==> config.mk <==
export PLATFORM = sky130hd
export DESIGN_NAME = joint_ramp_setpoint_sequencer_top
export DESIGN_NICKNAME = d
export VERILOG_FILES = /design/src/hw/rtl/jrss_pkg.sv /design/src/hw/rtl/jrss_div.sv /design/src/hw/rtl/joint_ramp_setpoint_sequencer_top.sv
export VERILOG_INCLUDE_DIRS = /design/src /design/src/hw/rtl
export SDC_FILE = /design/constraint.sdc
export NUM_CORES = 2
export LEC_CHECK = 0
export ABC_AREA = 1
export BUFFER_PORTS_ARGS = -buffer_cell sky130_fd_sc_hd__buf_2
export CORE_ASPECT_RATIO = 2
export CORE_MARGIN = 2
export CORE_UTILIZATION = 49
export DETAILED_ROUTE_END_ITERATION = 8
export PLACE_DENSITY_LB_ADDON = 0.12
export SYNTH_ARGS = -nofsm -noshare
export SYNTH_HDL_FRONTEND = slang
export SYNTH_SLANG_ARGS = --single-unit
==> constraint.sdc <==
create_clock -name clk -period 10.8 [get_ports clk]
set_input_delay 1.08 -clock clk [delete_from_list [all_inputs] [get_ports clk]]
set_output_delay 1.08 -clock clk [all_outputs]
set_load 0.02 [all_outputs]
==> src/hw/rtl/joint_ramp_setpoint_sequencer_top_assert.svh <==
// Assertion macros for the joint ramp setpoint sequencer.
`ifndef JOINT_RAMP_SETPOINT_SEQUENCER_TOP_ASSERT_SVH
`define JOINT_RAMP_SETPOINT_SEQUENCER_TOP_ASSERT_SVH

// Same-cycle implication, checked outside reset.
`define JRSS_ASSERT_NOW(lbl, ante, cons, msg) \
    lbl: assert property (@(posedge clk) disable iff (!rst_n) (ante) |-> (cons)) \
        else $error(msg);

// Next-cycle implication, checked outside reset.
`define JRSS_ASSERT_NEXT(lbl, ante, cons, msg) \
    lbl: assert property (@(posedge clk) disable iff (!rst_n) (ante) |=> (cons)) \
        else $error(msg);

`endif

==> src/hw/rtl/jrss_pkg.sv <==
`timescale 1ns / 1ps
package jrss_pkg;

    localparam int JOINTS   = 7;
    localparam int ARMS     = 2;
    localparam int POS_BITS = 20;
    localparam int SLOTS    = ARMS * JOINTS;
    localparam int SLOT_W   = 4;
    localparam int CNT_W    = 21;
    localparam int TICK_W   = 20;
    localparam int TOL_W    = 19;
    localparam int ALPHA_W  = 17;

    localparam logic [CNT_W-1:0]   COUNT_MAX = {CNT_W{1'b1}};
    localparam logic [ALPHA_W-1:0] ONE_Q16   = 17'h10000;

    // Request types.
    localparam logic [1:0] REQ_FEEDBACK = 2'd0;
    localparam logic [1:0] REQ_TICK     = 2'd1;
    localparam logic [1:0] REQ_TARGET   = 2'd2;

    // Result kinds.
    localparam logic [1:0] KIND_COMMAND = 2'd0;
    localparam logic [1:0] KIND_TIMEOUT = 2'd1;
    localparam logic [1:0] KIND_SUCCESS = 2'd2;

    // Configuration register indexes.
    localparam logic [2:0] CFG_HOLD    = 3'd0;
    localparam logic [2:0] CFG_MOVE    = 3'd1;
    localparam logic [2:0] CFG_TIMEOUT = 3'd2;
    localparam logic [2:0] CFG_TOL     = 3'd3;
    localparam logic [2:0] CFG_ARM_EN  = 3'd4;
    localparam logic [2:0] CFG_EXIT    = 3'd5;

    typedef struct packed {
        logic [1:0]                 req_type;
        logic                       arm;
        logic [2:0]                 joint;
        logic signed [POS_BITS-1:0] position;
        logic                       last;
    } in_word_t;

    typedef struct packed {
        logic [1:0]                 result_kind;
        logic                       out_arm;
        logic [2:0]                 out_joint;
        logic signed [POS_BITS-1:0] command_position;
        logic                       arm_done;
        logic                       last_result;
    } out_word_t;

endpackage

==> src/hw/rtl/jrss_div.sv <==
`timescale 1ns / 1ps
// Restoring divider for alpha = num * 65536 / den, with num <= den.
// One quotient bit per cycle.
module jrss_div (
    input  logic        clk,
    input  logic        rst_n,
    input  logic        start,
    input  logic [19:0] num,
    input  logic [19:0] den,
    output logic        busy,
    output logic        done,
    output logic [16:0] quot
);
    import jrss_pkg::*;

    logic [19:0] rem_reg, rem_next;
    logic [16:0] quot_reg, quot_next;
    logic [4:0]  cnt_reg, cnt_next;
    logic        busy_reg, busy_next;
    logic        done_reg, done_next;
    logic [20:0] trial;
    logic        fits;

    // Shift the partial remainder and try one subtraction.
    always_comb
    begin
        trial = {rem_reg, 1'b0};
        fits  = trial >= {1'b0, den};
    end

    always_comb
    begin
        rem_next  = rem_reg;
        quot_next = quot_reg;
        cnt_next  = cnt_reg;
        busy_next = busy_reg;
        done_next = 1'b0;
        if (start)
        begin
            // Top quotient bit is set only when the ramp is complete.
            quot_next = {(num == den), 16'h0000};
            rem_next  = (num == den) ? 20'h00000 : num;
            cnt_next  = 5'd16;
            busy_next = 1'b1;
        end
        else if (busy_reg)
        begin
            rem_next  = fits ? 20'(trial - {1'b0, den}) : trial[19:0];
            quot_next = {quot_reg[16], quot_reg[14:0], fits};
            cnt_next  = cnt_reg - 5'd1;
            if (cnt_reg == 5'd1)
            begin
                busy_next = 1'b0;
                done_next = 1'b1;
            end
        end
    end

    always_ff @(posedge clk or negedge rst_n)
    begin
        if (!rst_n)
        begin
            busy_reg <= 1'b0;
            done_reg <= 1'b0;
            cnt_reg  <= 5'd0;
        end
        else
        begin
            busy_reg <= busy_next;
            done_reg <= done_next;
            cnt_reg  <= cnt_next;
        end
    end

    always_ff @(posedge clk)
    begin
        rem_reg  <= rem_next;
        quot_reg <= quot_next;
    end

    assign busy = busy_reg;
    assign done = done_reg;
    assign quot = quot_reg;

endmodule

==> src/hw/rtl/joint_ramp_setpoint_sequencer_top.sv <==
`timescale 1ns / 1ps
// Feedback words, target words and ticks that raise a timeout are handled in the idle state.
// A motion tick runs the tolerance scan over every slot beside the alpha divider; once
// alpha is ready, each enabled arm's commands are formed in S_MUL and sent from S_OUT,
// which waits while the output is stalled, and a success report follows when due.
// Throughput is one word per tick sequence; no new word is taken until the last result leaves.
// Reset (rst_n low, asynchronous) restores the register defaults and clears the current,
// start and target positions; the staging store is left as it is.
module joint_ramp_setpoint_sequencer_top (
    input  logic                clk,
    input  logic                rst_n,
    input  logic                in_valid,
    output logic                in_ready,
    input  jrss_pkg::in_word_t  in_word,
    output logic                out_valid,
    input  logic                out_ready,
    output jrss_pkg::out_word_t out_word,
    input  logic                cfg_we,
    input  logic [2:0]          cfg_index,
    input  logic [19:0]         cfg_data
);
    import jrss_pkg::*;

    localparam logic [2:0] S_IDLE = 3'd0;
    localparam logic [2:0] S_SCAN = 3'd1;
    localparam logic [2:0] S_DIVW = 3'd2;
    localparam logic [2:0] S_NEXT = 3'd3;
    localparam logic [2:0] S_MUL  = 3'd4;
    localparam logic [2:0] S_OUT  = 3'd5;
    localparam logic [2:0] S_SUCC = 3'd6;

    // Configuration registers.
    logic [TICK_W-1:0] hold_reg, move_reg, timeout_reg;
    logic [TOL_W-1:0]  tol_reg;
    logic [ARMS-1:0]   arm_en_reg;
    logic              exit_reg;

    // Position stores.
    logic signed [POS_BITS-1:0] staged_reg  [SLOTS];
    logic signed [POS_BITS-1:0] current_reg [SLOTS];
    logic signed [POS_BITS-1:0] start_reg   [SLOTS];
    logic signed [POS_BITS-1:0] target_reg  [SLOTS];

    // Sequencer state.
    logic [2:0]         state_reg;
    logic [1:0]         arm_reg;
    logic [2:0]         joint_reg;
    logic [ARMS-1:0]    seen_reg, tol_ok_reg, done_reg;
    logic               begun_reg, timeout_sent_reg, success_sent_reg, halted_reg;
    logic               succ_emit_reg;
    logic [CNT_W-1:0]   wait_reg, motion_reg;
    logic [ALPHA_W-1:0] alpha_reg;
    logic               alpha_ok_reg;
    logic signed [POS_BITS+ALPHA_W+1:0] prod_reg;
    logic signed [POS_BITS-1:0]         s_reg;
    logic               out_valid_reg;
    out_word_t          out_reg;

    // Accept and tick decode.
    logic             in_acc, is_fb, is_tgt, is_tick, slot_ok, waiting, out_free;
    logic [SLOT_W-1:0] in_slot, cur_slot;
    logic [CNT_W-1:0] wait_inc, elapsed, me_raw;
    logic [TICK_W-1:0] me_c;
    logic             div_start, div_busy, div_done;
    logic [ALPHA_W-1:0] div_q;

    assign in_ready = (state_reg == S_IDLE) && !out_valid_reg;
    assign in_acc   = in_valid && in_ready;
    assign out_free = !out_valid_reg || out_ready;
    assign slot_ok  = in_word.joint < 3'(JOINTS);
    assign in_slot  = SLOT_W'(in_word.arm) * SLOT_W'(JOINTS) + SLOT_W'(in_word.joint);
    assign cur_slot = SLOT_W'(arm_reg[0]) * SLOT_W'(JOINTS) + SLOT_W'(joint_reg);
    assign is_fb    = in_acc && !halted_reg && (in_word.req_type == REQ_FEEDBACK);
    assign is_tgt   = in_acc && !halted_reg && (in_word.req_type == REQ_TARGET);
    assign is_tick  = in_acc && !halted_reg && (in_word.req_type == REQ_TICK);
    assign waiting  = |(arm_en_reg & ~seen_reg);
    assign wait_inc = (wait_reg == COUNT_MAX) ? wait_reg : wait_reg + CNT_W'(1);

    // Ramp position before the divide.
    always_comb
    begin
        elapsed = begun_reg ? motion_reg : '0;
        me_raw  = (elapsed > {1'b0, hold_reg}) ? elapsed - {1'b0, hold_reg} : '0;
        me_c    = (me_raw > {1'b0, move_reg}) ? move_reg : me_raw[TICK_W-1:0];
    end

    assign div_start = is_tick && !waiting && (move_reg != '0);

    jrss_div u_div (
        .clk   (clk),
        .rst_n (rst_n),
        .start (div_start),
        .num   (me_c),
        .den   (move_reg),
        .busy  (div_busy),
        .done  (div_done),
        .quot  (div_q)
    );

    // Configuration writes.
    always_ff @(posedge clk or negedge rst_n)
    begin
        if (!rst_n)
        begin
            hold_reg    <= 20'd25;
            move_reg    <= 20'd250;
            timeout_reg <= 20'd1500;
            tol_reg     <= 19'd1311;
            arm_en_reg  <= 2'b11;
            exit_reg    <= 1'b1;
        end
        else if (cfg_we)
        begin
            unique case (cfg_index)
                CFG_HOLD:    hold_reg    <= cfg_data;
                CFG_MOVE:    move_reg    <= cfg_data;
                CFG_TIMEOUT: timeout_reg <= cfg_data;
                CFG_TOL:     tol_reg     <= cfg_data[TOL_W-1:0];
                CFG_ARM_EN:  arm_en_reg  <= cfg_data[ARMS-1:0];
                CFG_EXIT:    exit_reg    <= cfg_data[0];
                default:     ;
            endcase
        end
    end

    // Staging store: no reset, written by feedback words.
    always_ff @(posedge clk)
    begin
        if (is_fb && slot_ok)
            staged_reg[in_slot] <= in_word.position;
    end

    // Current, start and target stores.
    always_ff @(posedge clk or negedge rst_n)
    begin
        if (!rst_n)
        begin
            for (int k = 0; k < SLOTS; k++)
            begin
                current_reg[k] <= '0;
                start_reg[k]   <= '0;
                target_reg[k]  <= '0;
            end
        end
        else
        begin
            for (int k = 0; k < SLOTS; k++)
            begin
                // Commit the arm's staged set, including the word being taken.
                if (is_fb && in_word.last && (k / JOINTS == int'(in_word.arm)))
                begin
                    if (slot_ok && (k == int'(in_slot)))
                        current_reg[k] <= in_word.position;
                    else
                        current_reg[k] <= staged_reg[k];
                end
                // Capture the start pose when motion begins.
                if (is_tick && !waiting && !begun_reg && arm_en_reg[k / JOINTS])
                    start_reg[k] <= current_reg[k];
            end
            if (is_tgt && slot_ok)
                target_reg[in_slot] <= in_word.position;
        end
    end

    // Tolerance check and command arithmetic for the selected slot.
    logic signed [POS_BITS:0]   err, diff;
    logic [POS_BITS:0]          err_abs;
    logic signed [POS_BITS+ALPHA_W+1:0] rnd, shf;
    logic                       last_arm;

    always_comb
    begin
        err      = {current_reg[cur_slot][POS_BITS-1], current_reg[cur_slot]}
                   - {target_reg[cur_slot][POS_BITS-1], target_reg[cur_slot]};
        err_abs  = err[POS_BITS] ? (POS_BITS+1)'(-err) : err;
        diff     = {target_reg[cur_slot][POS_BITS-1], target_reg[cur_slot]}
                   - {start_reg[cur_slot][POS_BITS-1], start_reg[cur_slot]};
        rnd      = prod_reg + (POS_BITS+ALPHA_W+2)'(32768);
        shf      = rnd >>> 16;
        last_arm = (arm_reg[0] == 1'b1) || !arm_en_reg[1];
    end

    // Main sequencer.
    always_ff @(posedge clk or negedge rst_n)
    begin
        if (!rst_n)
        begin
            state_reg        <= S_IDLE;
            arm_reg          <= '0;
            joint_reg        <= '0;
            seen_reg         <= '0;
            tol_ok_reg       <= '0;
            done_reg         <= '0;
            begun_reg        <= 1'b0;
            timeout_sent_reg <= 1'b0;
            success_sent_reg <= 1'b0;
            halted_reg       <= 1'b0;
            succ_emit_reg    <= 1'b0;
            wait_reg         <= '0;
            motion_reg       <= '0;
            alpha_ok_reg     <= 1'b0;
            out_valid_reg    <= 1'b0;
        end
        else
        begin
            if (out_valid_reg && out_ready)
                out_valid_reg <= 1'b0;
            if (div_done)
                alpha_ok_reg <= 1'b1;

            unique case (state_reg)
                S_IDLE:
                begin
                    if (is_fb && in_word.last)
                        seen_reg[in_word.arm] <= 1'b1;
                    if (is_tick && waiting)
                    begin
                        wait_reg <= wait_inc;
                        if (!timeout_sent_reg && (timeout_reg != '0)
                            && (wait_inc > {1'b0, timeout_reg}))
                        begin
                            timeout_sent_reg <= 1'b1;
                            halted_reg       <= exit_reg;
                            out_valid_reg    <= 1'b1;
                        end
                    end
                    else if (is_tick)
                    begin
                        begun_reg    <= 1'b1;
                        motion_reg   <= (elapsed == COUNT_MAX) ? elapsed
                                        : elapsed + CNT_W'(1);
                        alpha_ok_reg <= (move_reg == '0);
                        tol_ok_reg   <= '1;
                        arm_reg      <= '0;
                        joint_reg    <= '0;
                        state_reg    <= S_SCAN;
                    end
                end
                S_SCAN:
                begin
                    if (err_abs > {2'b00, tol_reg})
                        tol_ok_reg[arm_reg[0]] <= 1'b0;
                    if (joint_reg == 3'(JOINTS - 1))
                    begin
                        joint_reg <= '0;
                        if (arm_reg == 2'(ARMS - 1))
                        begin
                            arm_reg   <= '0;
                            state_reg <= S_DIVW;
                        end
                        else
                            arm_reg <= arm_reg + 2'd1;
                    end
                    else
                        joint_reg <= joint_reg + 3'd1;
                end
                S_DIVW:
                begin
                    if (alpha_ok_reg)
                    begin
                        for (int a = 0; a < ARMS; a++)
                            done_reg[a] <= (alpha_reg == ONE_Q16) && tol_ok_reg[a];
                        succ_emit_reg <= !success_sent_reg && (alpha_reg == ONE_Q16)
                                         && ((tol_ok_reg | ~arm_en_reg) == '1);
                        state_reg <= S_NEXT;
                    end
                end
                S_NEXT:
                begin
                    if (arm_reg == 2'(ARMS))
                        state_reg <= succ_emit_reg ? S_SUCC : S_IDLE;
                    else if (arm_en_reg[arm_reg[0]])
                        state_reg <= S_MUL;
                    else
                        arm_reg <= arm_reg + 2'd1;
                end
                S_MUL:
                begin
                    state_reg <= S_OUT;
                end
                S_OUT:
                begin
                    if (out_free)
                    begin
                        out_valid_reg <= 1'b1;
                        if (joint_reg == 3'(JOINTS - 1))
                        begin
                            joint_reg <= '0;
                            arm_reg   <= arm_reg + 2'd1;
                            state_reg <= S_NEXT;
                        end
                        else
                        begin
                            joint_reg <= joint_reg + 3'd1;
                            state_reg <= S_MUL;
                        end
                    end
                end
                S_SUCC:
                begin
                    if (out_free)
                    begin
                        out_valid_reg    <= 1'b1;
                        success_sent_reg <= 1'b1;
                        halted_reg       <= exit_reg;
                        state_reg        <= S_IDLE;
                    end
                end
                default:
                begin
                    state_reg <= S_IDLE;
                end
            endcase
        end
    end

    // Datapath registers: alpha, product and the output word.
    always_ff @(posedge clk)
    begin
        if (is_tick && !waiting && (move_reg == '0))
            alpha_reg <= ONE_Q16;
        else if (div_done)
            alpha_reg <= div_q;

        if (state_reg == S_MUL)
        begin
            prod_reg <= diff * $signed({1'b0, alpha_reg});
            s_reg    <= start_reg[cur_slot];
        end

        if ((state_reg == S_IDLE) && is_tick && waiting)
        begin
            out_reg.result_kind      <= KIND_TIMEOUT;
            out_reg.out_arm          <= 1'b0;
            out_reg.out_joint        <= '0;
            out_reg.command_position <= '0;
            out_reg.arm_done         <= 1'b0;
            out_reg.last_result      <= 1'b1;
        end
        else if ((state_reg == S_OUT) && out_free)
        begin
            out_reg.result_kind      <= KIND_COMMAND;
            out_reg.out_arm          <= arm_reg[0];
            out_reg.out_joint        <= joint_reg;
            out_reg.command_position <= s_reg + shf[POS_BITS-1:0];
            out_reg.arm_done         <= done_reg[arm_reg[0]];
            out_reg.last_result      <= (joint_reg == 3'(JOINTS - 1)) && last_arm
                                        && !succ_emit_reg;
        end
        else if ((state_reg == S_SUCC) && out_free)
        begin
            out_reg.result_kind      <= KIND_SUCCESS;
            out_reg.out_arm          <= 1'b0;
            out_reg.out_joint        <= '0;
            out_reg.command_position <= '0;
            out_reg.arm_done         <= 1'b0;
            out_reg.last_result      <= 1'b1;
        end
    end

    assign out_valid = out_valid_reg;
    assign out_word  = out_reg;

    `include "joint_ramp_setpoint_sequencer_top_assert.svh"

    `JRSS_ASSERT_NEXT(a_halt_silent, halted_reg && in_acc, !out_valid_reg,
        "halted block produced a result")
    `JRSS_ASSERT_NOW(a_div_idle, div_start, !div_busy,
        "alpha divider restarted while busy")
    `JRSS_ASSERT_NOW(a_alpha_range, state_reg == S_MUL, alpha_reg <= ONE_Q16,
        "alpha above one")
    `JRSS_ASSERT_NOW(a_cmd_arm_on, state_reg == S_MUL, arm_en_reg[arm_reg[0]],
        "command for a disabled arm")

endmodule

==> results.toml <==
[status]
status = "complete, no violations"

[clocking]
clock_sinks = 1395
cts_max_level = 4
cts_max_path_buffers = 4
cts_tree = "yes"
clkSlewWorstSetupHoldPaths_ps = 70
root_buffer = "clkbuf_16"
post_cts_buffers = 0
cts_hold_buf = 0
cts_buffers = 141
cts.repair.resized = 0
clock_latency_ps = 840

[drt]
drtIter0Drc = 4705
ant_nets = 0
totalWireLength_um = 266000
num_vias = 65800
vias_per_cell = 5.71
drc = 0
wl_per_cell_um = 23.0
dr.pass1.iters = 6

[floorplan]
rows = 210
coreArea_sq_um = 163000
io_pins = 85
die-area_sq_um = 168000
fp.dieH_um = 577
fp.dieW_um = 291
start_util_pct = 49.3

[critical_path]
cp_data_required_time_ps = 11340
reg2regPathDepth = 39
crit_start = "joint_reg[0]"
critPathKind = "reg2reg"
timing.rr.end = "prod_reg[26]"
arrival_ps = 10890
startpoint_type = "register"
cp-endpoint = "prod_reg[26]"
r2r_start = "joint_reg[0]"
reg2reg_slack_ps = 460
cp_slowest_cell = "fa_4"
crit_path_max_fanout = 44
cpMostUsedCell = "fa_1"
end_kind = "register"
max_stage_delay_ps = 870

[synth]
syn_inst = 9397
syn-num-nets = 10100
synth_area_leaders = "dfrtp_1, edfxtp_1, nand2_1"
synth_top_cell_by_area = "dfrtp_1"
synthArstFlopShare_pct = 71.1
synth-main-ff-cell = "dfrtp_1"
synth.yosys.seq_area_share_pct = 45.1
syn-cell-area_sq_um = 80500
yosys_warnings = 0
synth_edf_count = 342
synth_top_cell_area_share_pct = 30.0
synth_seq_cells = 1395
syn_avg_cell_area_sq_um = 8.57
yosysUniqueCellTypes = 65

[timing]
finalCriticalPeriod_ps = 10340
period_share_pct = 95.8
rsz0062_at_grt = "false"
fmax_mhz = 96.7
slew_headroom_pct = 16.5
skew_ps = 64.5
final_max_slew_viol_count = 0
finalHoldViolCount = 0
tightestPinTransition_ps = 1250
finalSetupViolations = 0
setup_tns_ps = 0

[layout]
stdcell_area_sq_um = 88100
stdcell_count = 11500
layout_common_cells = "nand2_1, o21ai_0, inv_1, dfrtp_1, nor2_1"
seq_area_sq_um = 36300
nets = 9961
drive_gt1_share_pct = 7.24
syn_to_final_growth_pct = 9.38
final_common_cell = "nand2_1"
multiInputGateArea_sq_um = 37500
fillers = 15200

[global_routing]
grt_pass1_wl_um = 404000
grtUsageMet2_pct = 57.9
use_met3_pct = 3.53
grt_max_degree = 163
groute.usage.overall_pct = 31.7
grt_pass1_vias = 66800
use_met1_pct = 34.5
overflow = 0
busiest_layer = "met2"
antenna_found_initial = 16

[placed_design]
port_buffers = 84
placed_cells = 11300
dpl-instance-area_sq_um = 83600
gp_congestion = 1.01
dp_hpwl_um = 190000

[run]
cap_violations = 0

[min_path]
hold_class = "in2async"
[metal layers]
layer	share of wire [%]	routed length, um
met1	36	95800
met2	52	138000
met3	4.3	11500
met4	7.8	20700
met5	0.0049	13
[cell families (layout without fill, tap and decap cells)]
group                      Yosys count  after routing  share of synthesized area, %
AOI/OAI and AO/OA                 2414           2414                          16.7
other                                0              4                             0
and+or+nand+nor                   3053           3053                          15.4
muxes                               16             16                         0.199
adders and majority gates          601            601                          12.5
xor gates and xnor gates           138            138                          1.50
buffers and inverters             1780           1793                          8.51
DFF                               1395           1395                          45.1
[area by class of cell]
cell class / instances / area share (%)
diodes: 4 / 0.0114
multi-input cells: 6222 / 42.6
flip-flops and latches: 1395 / 41.3
well taps: 2120 / 3.01
inverters: 1230 / 5.27
repair buffers: 315 / 2.76
clock buffers: 203 / 4.67
clock inverters: 45 / 0.416
[worst min-delay path by stage]
stage / start / endpoint / slack (ps) / cells past startpoint
after floorplan: success_sent_reg / succ_emit_reg / 430 / 1
after global placement: out_word[26] / out_word[26] / 440 / 2
after detailed placement: out_word[26] / out_word[26] / 440 / 2
after CTS: rst_n / current_reg[99] / 290 / 1
after global routing: rst_n / current_reg[99] / 330 / 1
final: rst_n / current_reg[99] / 290 / 1
[cell usage after synthesis (all sizes together), types with 17 or more instances]
cell / count
nand2: 1865
o21ai: 1411
inv: 1212
dfrtp: 966
nor2: 759
clkbuf: 431
a21oi: 395
edfxtp: 342
fa: 341
ha: 260
o22ai: 212
o211ai: 207
nand3: 201
buf: 119
nand4: 91
xor2: 86
dfxtp: 61
xnor2: 52
nor3: 48
or2: 42
a211oi: 27
dfstp: 26
nor4: 22
o2111ai: 21
a32oi: 20
a221oi: 18
clkinv: 18
o221ai: 17
[stage by stage]
stage                     setup WS (ps)  hold slack (ps)  util, %
after floorplan                    1170              425        -
after global placement              149              442     51.1
after detailed placement            193              443     51.1
after CTS                           172              286     53.9
after global routing               60.8              327     53.9
final                               456              286     53.9
[critical path: cells and delay by family, from the launching register on]
| family | cells | cell delay (ps) |
|---|---|---|
| adders and majority gates | 10 | 4930 |
| xor gates and xnor gates | 1 | 160 |
| and+or+nand+nor | 7 | 820 |
| buffers and inverters | 8 | 1010 |
| DFF | 1 | 450 |
| AOI/OAI and AO/OA | 13 | 2690 |
Power is left out: the tool's default activity adds up to more than one toggle a clock period on the data nets, which glitch-free logic cannot reach.
